<file path="config.mk">
export PLATFORM = sky130hd
export DESIGN_NAME = unordered_list_swap_remove
export DESIGN_NICKNAME = d
export VERILOG_FILES = /design/src/hdl/ulsr_pkg.sv /design/src/hdl/unordered_list_swap_remove.sv /design/src/hdl/ulsr_ram.sv /design/src/hdl/ulsr_ctrl.sv
export VERILOG_INCLUDE_DIRS = /design/src /design/src/hdl
export SDC_FILE = /design/constraint.sdc
export NUM_CORES = 1
export LEC_CHECK = 0
export BUFFER_PORTS_ARGS = -buffer_cell sky130_fd_sc_hd__clkbuf_2
export CAP_MARGIN = 20
export CORE_MARGIN = 2
export CORE_UTILIZATION = 30
export CTS_BUF_LIST = sky130_fd_sc_hd__clkbuf_16
export CTS_CLUSTER_SIZE = 30
export DETAILED_ROUTE_END_ITERATION = 8
export GPL_TIMING_DRIVEN = 0
export MAX_ROUTING_LAYER = met4
export PLACE_DENSITY = 0.48
export SLEW_MARGIN = 10
export SYNTH_ARGS = -nofsm -noshare
export SYNTH_HDL_FRONTEND = slang
export SYNTH_SLANG_ARGS = --single-unit
export TNS_END_PERCENT = 5
</file>
<file path="constraint.sdc">
create_clock -name clk -period 4.25 [get_ports clk]
set_input_delay 0.85 -clock clk [delete_from_list [all_inputs] [get_ports clk]]
set_output_delay 0.85 -clock clk [all_outputs]
set_load 0.03 [all_outputs]
</file>
<file path="src/hdl/unordered_list_swap_remove_assert.svh">
// Assertion macros shared by the list RTL.
// No dependencies; files that assert include this header by name.
`ifndef UNORDERED_LIST_SWAP_REMOVE_ASSERT_SVH
`define UNORDERED_LIST_SWAP_REMOVE_ASSERT_SVH

// Same-cycle implication, disabled during reset.
`define ULSR_ASSERT_NOW(label, clk, rst, ante, cons, msg) \
  label: assert property (@(posedge clk) disable iff (rst) (ante) |-> (cons)) \
    else $error(msg);

// Next-cycle implication, disabled during reset.
`define ULSR_ASSERT_NEXT(label, clk, rst, ante, cons, msg) \
  label: assert property (@(posedge clk) disable iff (rst) (ante) |=> (cons)) \
    else $error(msg);

`endif

</file>
<file path="src/hdl/ulsr_pkg.sv">
// Types and constants for the unordered list with swap-remove.
// No dependencies; used by the controller and the top level.
package ulsr_pkg;

  typedef enum logic [1:0] {
    OP_INSERT = 2'd0,
    OP_SEARCH = 2'd1,
    OP_REMOVE = 2'd2,
    OP_NOP    = 2'd3
  } opcode_t;

  typedef enum logic [1:0] {
    ST_OK        = 2'd0,
    ST_FULL      = 2'd1,
    ST_EMPTY     = 2'd2,
    ST_NOT_FOUND = 2'd3
  } status_t;

  localparam int VALUE_W = 32;
  localparam int FIDX_W  = 4;
  localparam int ECNT_W  = 5;
  localparam int LIMIT_W = 5;

  localparam logic [LIMIT_W-1:0] LIMIT_RESET = 5'd16;

  // Register indexes of the configuration space
  localparam logic REG_LIST_LIMIT = 1'b0;

  typedef struct packed {
    opcode_t                    opcode;
    logic signed [VALUE_W-1:0]  value;
  } req_beat_t;

  typedef struct packed {
    status_t            status;
    logic [FIDX_W-1:0]  found_index;
    logic [ECNT_W-1:0]  entry_count;
  } rsp_beat_t;

endpackage

</file>
<file path="src/hdl/unordered_list_swap_remove.sv">
// Top level of the bounded unordered list with swap-remove.
// Depends on ulsr_pkg, ulsr_ctrl and ulsr_ram.
//
//  channel  | signals                                   | beat
//  ---------+-------------------------------------------+---------------------
//  req      | req_valid, req_ready, req                 | opcode, value
//  rsp      | rsp_valid, rsp_ready, rsp                 | status, index, count
//  cfg      | psel, penable, pwrite, paddr, pwdata, ... | list_limit at 0x0
//
// One beat at a time. Insert, no-op and the full/empty cases go to the result
// state straight from acceptance. Search reads entries from 0 up to a hit or
// the last entry; remove adds a step that moves the last entry into the hole.
// The bound is the single RAM read port: one entry per cycle.
// Reset is synchronous and empties the list; entry storage is not cleared.
// A stalled rsp beat holds in its register; the next req is taken meanwhile.
module unordered_list_swap_remove #(
  parameter int CAPACITY = 16
) (
  input  logic                 clk,
  input  logic                 rst,
  // request channel
  input  logic                 req_valid,
  output logic                 req_ready,
  input  ulsr_pkg::req_beat_t  req,
  // result channel
  output logic                 rsp_valid,
  input  logic                 rsp_ready,
  output ulsr_pkg::rsp_beat_t  rsp,
  // configuration port
  input  logic                 psel,
  input  logic                 penable,
  input  logic                 pwrite,
  input  logic [2:0]           paddr,
  input  logic [31:0]          pwdata,
  output logic [31:0]          prdata,
  output logic                 pready
);
  import ulsr_pkg::*;

  localparam int IW = $clog2(CAPACITY);

  logic [LIMIT_W-1:0]  list_limit;
  logic                cfg_write;

  logic                mem_we;
  logic [IW-1:0]       mem_waddr;
  logic [VALUE_W-1:0]  mem_wdata;
  logic [IW-1:0]       mem_raddr;
  logic [VALUE_W-1:0]  mem_rdata;

  // Config space: word index is paddr[2]; only list_limit exists.
  assign pready    = 1'b1;
  assign cfg_write = psel && penable && pwrite && (paddr[2] == REG_LIST_LIMIT);
  assign prdata    = (paddr[2] == REG_LIST_LIMIT) ? 32'(list_limit) : '0;

  always_ff @(posedge clk) begin
    if (rst) begin
      list_limit <= LIMIT_RESET;
    end else if (cfg_write) begin
      list_limit <= pwdata[LIMIT_W-1:0];
    end
  end

  // Sequencer: owns count, the scan and the result register
  ulsr_ctrl #(
    .CAPACITY (CAPACITY)
  ) u_ctrl (
    .clk        (clk),
    .rst        (rst),
    .list_limit (list_limit),
    .req_valid  (req_valid),
    .req_ready  (req_ready),
    .req        (req),
    .rsp_valid  (rsp_valid),
    .rsp_ready  (rsp_ready),
    .rsp        (rsp),
    .mem_we     (mem_we),
    .mem_waddr  (mem_waddr),
    .mem_wdata  (mem_wdata),
    .mem_raddr  (mem_raddr),
    .mem_rdata  (mem_rdata)
  );

  // Entry storage, one read per cycle with registered read data
  ulsr_ram #(
    .WIDTH (VALUE_W),
    .DEPTH (CAPACITY)
  ) u_entries (
    .clk   (clk),
    .we    (mem_we),
    .waddr (mem_waddr),
    .wdata (mem_wdata),
    .raddr (mem_raddr),
    .rdata (mem_rdata)
  );

endmodule

</file>
<file path="src/hdl/ulsr_ram.sv">
// Generic single-write, single-read RAM with registered read data.
// No dependencies.
module ulsr_ram #(
  parameter int WIDTH = 32,
  parameter int DEPTH = 16
) (
  input  logic                     clk,
  input  logic                     we,
  input  logic [$clog2(DEPTH)-1:0] waddr,
  input  logic [WIDTH-1:0]         wdata,
  input  logic [$clog2(DEPTH)-1:0] raddr,
  output logic [WIDTH-1:0]         rdata
);

  logic [WIDTH-1:0] mem [DEPTH];

  always_ff @(posedge clk) begin
    if (we) begin
      mem[waddr] <= wdata;
    end
    rdata <= mem[raddr];
  end

endmodule

</file>
<file path="src/hdl/ulsr_ctrl.sv">
// Sequencer for the list: insert, linear scan, swap-remove, result register.
// Depends on ulsr_pkg and the assertion header; drives the entry RAM ports.
`include "unordered_list_swap_remove_assert.svh"

module ulsr_ctrl #(
  parameter int CAPACITY = 16
) (
  input  logic                        clk,
  input  logic                        rst,
  input  logic [ulsr_pkg::LIMIT_W-1:0] list_limit,
  input  logic                        req_valid,
  output logic                        req_ready,
  input  ulsr_pkg::req_beat_t         req,
  output logic                        rsp_valid,
  input  logic                        rsp_ready,
  output ulsr_pkg::rsp_beat_t         rsp,
  output logic                        mem_we,
  output logic [$clog2(CAPACITY)-1:0] mem_waddr,
  output logic [ulsr_pkg::VALUE_W-1:0] mem_wdata,
  output logic [$clog2(CAPACITY)-1:0] mem_raddr,
  input  logic [ulsr_pkg::VALUE_W-1:0] mem_rdata
);
  import ulsr_pkg::*;

  localparam int IW = $clog2(CAPACITY);
  localparam int CW = $clog2(CAPACITY + 1);
  localparam int LW = (CW > LIMIT_W) ? CW : LIMIT_W;

  typedef enum logic [1:0] {
    S_IDLE,
    S_SCAN,
    S_MOVE,
    S_DONE
  } state_t;

  state_t               state;
  logic [CW-1:0]        count;
  logic [IW-1:0]        rd_idx;
  logic [IW-1:0]        hit_idx;
  logic [VALUE_W-1:0]   key;
  logic                 is_remove;
  status_t              res_status;
  logic [IW-1:0]        res_idx;

  logic                 accept;
  logic                 full;
  logic                 match;
  logic                 at_last;
  logic                 rsp_load;
  logic [LW-1:0]        limit_eff;
  logic [IW-1:0]        last_idx;

  assign req_ready = (state == S_IDLE);
  assign accept    = req_valid && req_ready;
  assign rsp_load  = (state == S_DONE) && (!rsp_valid || rsp_ready);

  assign limit_eff = (LW'(list_limit) > LW'(CAPACITY)) ? LW'(CAPACITY) : LW'(list_limit);
  assign full      = (LW'(count) >= limit_eff);
  assign last_idx  = IW'(count - CW'(1));
  assign match     = (mem_rdata == key);
  assign at_last   = (CW'(rd_idx) == (count - CW'(1)));

  // Write port: append on insert, last entry moved into the hole on remove
  always_comb begin
    mem_we    = 1'b0;
    mem_waddr = IW'(count);
    mem_wdata = req.value;
    if (state == S_MOVE) begin
      mem_we    = 1'b1;
      mem_waddr = hit_idx;
      mem_wdata = mem_rdata;
    end else if (accept && (req.opcode == OP_INSERT) && !full) begin
      mem_we = 1'b1;
    end
  end

  // Read port: scan ahead one entry, or fetch the last entry on a remove hit
  always_comb begin
    mem_raddr = '0;
    if (state == S_SCAN) begin
      mem_raddr = (match && is_remove) ? last_idx : rd_idx + IW'(1);
    end
  end

  always_ff @(posedge clk) begin
    if (rst) begin
      state     <= S_IDLE;
      count     <= '0;
      rsp_valid <= 1'b0;
    end else begin
      // Result register: load a finished beat, else drop valid once taken
      if (rsp_load) begin
        rsp_valid <= 1'b1;
      end else if (rsp_ready) begin
        rsp_valid <= 1'b0;
      end
      case (state)
        S_IDLE: begin
          if (accept) begin
            key       <= req.value;
            is_remove <= (req.opcode == OP_REMOVE);
            rd_idx    <= '0;
            case (req.opcode)
              OP_INSERT: begin
                state <= S_DONE;
                if (full) begin
                  res_status <= ST_FULL;
                  res_idx    <= '0;
                end else begin
                  res_status <= ST_OK;
                  res_idx    <= IW'(count);
                  count      <= count + CW'(1);
                end
              end
              OP_SEARCH: begin
                res_idx <= '0;
                if (count == '0) begin
                  res_status <= ST_NOT_FOUND;
                  state      <= S_DONE;
                end else begin
                  res_status <= ST_OK;
                  state      <= S_SCAN;
                end
              end
              OP_REMOVE: begin
                res_idx <= '0;
                if (count == '0) begin
                  res_status <= ST_EMPTY;
                  state      <= S_DONE;
                end else begin
                  res_status <= ST_OK;
                  state      <= S_SCAN;
                end
              end
              default: begin
                res_status <= ST_OK;
                res_idx    <= '0;
                state      <= S_DONE;
              end
            endcase
          end
        end
        S_SCAN: begin
          if (match) begin
            res_idx <= rd_idx;
            hit_idx <= rd_idx;
            state   <= is_remove ? S_MOVE : S_DONE;
          end else if (at_last) begin
            res_status <= ST_NOT_FOUND;
            state      <= S_DONE;
          end else begin
            rd_idx <= rd_idx + IW'(1);
          end
        end
        S_MOVE: begin
          count <= count - CW'(1);
          state <= S_DONE;
        end
        S_DONE: begin
          if (rsp_load) begin
            rsp.status      <= res_status;
            rsp.found_index <= FIDX_W'(res_idx);
            rsp.entry_count <= ECNT_W'(count);
            state           <= S_IDLE;
          end
        end
        default: begin
          state <= S_IDLE;
        end
      endcase
    end
  end

  `ULSR_ASSERT_NEXT(a_one_at_a_time, clk, rst, accept, !req_ready, "item accepted while busy")
  `ULSR_ASSERT_NOW(a_count_bound, clk, rst, 1'b1, count <= CW'(CAPACITY), "count over capacity")
  `ULSR_ASSERT_NOW(a_scan_nonempty, clk, rst, state == S_SCAN, count != '0, "scan of empty list")
  `ULSR_ASSERT_NEXT(a_move_shrinks, clk, rst, state == S_MOVE,
                    count == $past(count) - CW'(1), "remove did not shrink count")

endmodule
</file>
==> run summary <==
crit path cell chain: xor2_1 -> nor4_1 -> nand4_1 -> clkbuf_2 -> clkbuf_1 -> a2111oi_0 -> nor2_1 -> o22ai_1 -> or4_1
pwr/cell area: 568 nW/um^2
startpoint class of the critical path: flop
leakage: 12.6 nW
DRT iter0 DRCs: 4319
final design utilization: 0.355
cell chosen for the clock root: clkbuf_16
clk_lat worst skew: 0.66 ns
Worst Path Required: 4.71 ns
worst slew pin tran: 1.17 ns
slew margin rel.: 0.223
Yosys cell types: 51
Detail Placement HPWL: 91800 um
final wirelength: 134000 um
worst path arrival time: 4.73 ns
violated checks: setup timing
Peak VDD IR: 0.000320 V
Worst-path clk slew: 0.06 ns
Post-Route Skew: 0.0317 ns
cts hold-fix bufs: 0
sequential-to-total area share from yosys stat: 0.564
Slew Viols, Final: 0
Cells after Synth: 3224
RSZ-0062 raised after global routing: yes
GPL Wtd Cong: 0.927
Initial Utilization: 0.303
Setup WS post-layout: -0.0154 ns
Buf/Inv on CP: 2
Avg Synthesized Cell Area: 9.91 sq um
Vias/cell: 5.85
most common cell after layout, fill and taps aside: nand2_1
setup tns final: -0.0154 ns
Slowest cell on crit path: or4_1
Final period util: 1.00
Layout area overhead: 17.0%
Final Hold Vio Count: 0
core area: 105000 sq um
DRT antenna net count: 0
Synth Warn #: 0
CTS tree: yes
First-pass DRT Iterations: 8
Mapped Area: 32000 sq um
num rows: 119
status: complete, but fails checks
DR vias: 28500
Final Setup Violations: 1
Remaining DRCs: 0
DIE WIDTH: 330 um
synthesized flop and latch total: 615
All-Layer GR Usage: 0.248
Post-synth EDFFs: 570
largest net degree at the start of global routing: 25
worst reg-to-reg setup slack: -0.02 ns
Most used DFF post-synth: edfxtp_1
first-pass GRT wire length: 191000 um
Max Freq: 234 MHz
H-tree levels: 3
min Tclk post-route: 4.27 ns
CP delay by family, top: simple AND/OR/NAND/NOR gates
Hold Path Class: in2reg
Clock Sink Count: 615
ys async rst share: 0
CP max FO: 10
die area: 109000 sq um
Max clock buf depth: 3
CP Capture Type: flop
Max Cap Violations: 0
DR WL/cell: 27.5 um
number of CTS-inserted buffers: 75
CP Class: reg2reg
die height: 330 um
most frequent cells in the layout: nand2_1, edfxtp_1, nor2_1, clkbuf_1
GRT overflow: 0
Final Net Count: 3518
number of global-route vias before repair: 26400
# port buffers: 63
max incr delay on CP: 0.74 ns
# IOs: 122
initial antenna violation count: 2
ratio of cells with drive above 1 in the final layout: 0.101
==> synthesized netlist by cell type (all sizes together), types with 3 or more instances <==
cell type | number | share of area
nor2b | 11 | 0.0022
xor2 | 40 | 0.011
nor2 | 301 | 0.035
nand3 | 8 | 0.0016
clkbuf | 266 | 0.031
a31oi | 4 | 0.00078
nand2b | 4 | 0.00078
ha | 17 | 0.0067
nand4 | 3 | 0.00059
o21ai | 10 | 0.0016
nand2 | 1057 | 0.12
nor4 | 12 | 0.0023
mux2i | 12 | 0.0038
o22ai | 128 | 0.025
a2111oi | 256 | 0.070
a21oi | 9 | 0.0014
o21a | 3 | 0.00070
edfxtp | 570 | 0.54
dfxtp | 45 | 0.028
nor3 | 7 | 0.0013
a32oi | 256 | 0.070
a211oi | 4 | 0.0011
inv | 17 | 0.0020
or4 | 32 | 0.0075
and3 | 3 | 0.00059
buf | 85 | 0.015
mux2 | 36 | 0.013
a21o | 3 | 0.00070
==> report_power, final <==
part / internal (W) / leakage [nW] / switching, W
combinational: 0.00173 / 5.81 / 0.00537
sequential: 0.00762 / 5.53 / 0.000293
clock: 0.00355 / 1.21 / 0.00266
total: 0.0129 / 12.6 / 0.00832
==> worst paths after layout <==
path                          to               from  cells after the start
max reg2reg  u_entries.rdata[19]     u_ctrl.key[28]                      9
min reg2reg        u_ctrl.rsp[8]  u_ctrl.res_idx[3]                      0
max          u_entries.rdata[19]     u_ctrl.key[28]                      9
min               u_ctrl.key[13]            req[13]                      1
==> logic make-up after synthesis <==
family          after synthesis  synth area share
compound gates              686             0.175
xor+xnor                     41            0.0112
fa+ha+maj                    17           0.00665
buf+inv                     370            0.0486
flops                       615             0.564
mux                          48            0.0164
other cells                   2          0.000235
simple gates               1445             0.178
==> final cells by class <==
class	count	area (sq um)
clock inverter	63	433
timing repair buffer	98	955
fill	10500	68000
inverter	19	71.3
buffer	351	1490
tap	1391	1740
multi-input combinational	2265	12800
clock buffer	76	1900
sequential	615	18000
antenna	1	2.50
==> through the flow <==
step	cells	power [W]	setup WS [ns]	hold slack, ns	instance area, sq um
4_1_cts	4870	0.0211	0.0203	0.366	37200
6_report	4879	0.0212	-0.0154	0.392	37400
3_3_place_gp	4704	0.0147	-2.85	0.402	34100
3_5_place_dp	4730	0.0148	-0.679	0.407	34800
2_1_floorplan	3250	0.0117	0.00983	0.400	32100
5_1_grt	4879	0.0220	-0.0590	0.378	37400
==> routing by layer <==
layer | vias up | wire length, um | track usage
li1 | 12500 | - | -
met1 | 14000 | 57800 | 0.342
met2 | 1797 | 56900 | 0.346
met3 | 283 | 12700 | 0.0518
met4 | 0 | 6830 | 0.114
met5 | - | 0 | -
==> flip-flops by register name, summed over array words and instances (netlist names), 4 cells and up <==
register         cells
list_limit           5
u_ctrl.count         5
u_ctrl.hit_idx       4
u_ctrl.key          32
u_ctrl.rd_idx        4
u_ctrl.res_idx       4
u_ctrl.rsp          11
u_entries.mem      512
u_entries.rdata     32
==> timing repair <==
item,CTS,global route
buffers inserted,1,8
gates resized for setup,22,14
endpoints found under the setup margin,229,74
hold endpoints to repair,0,0
pin swaps,6,4
(Power assumes the default switching activity.)
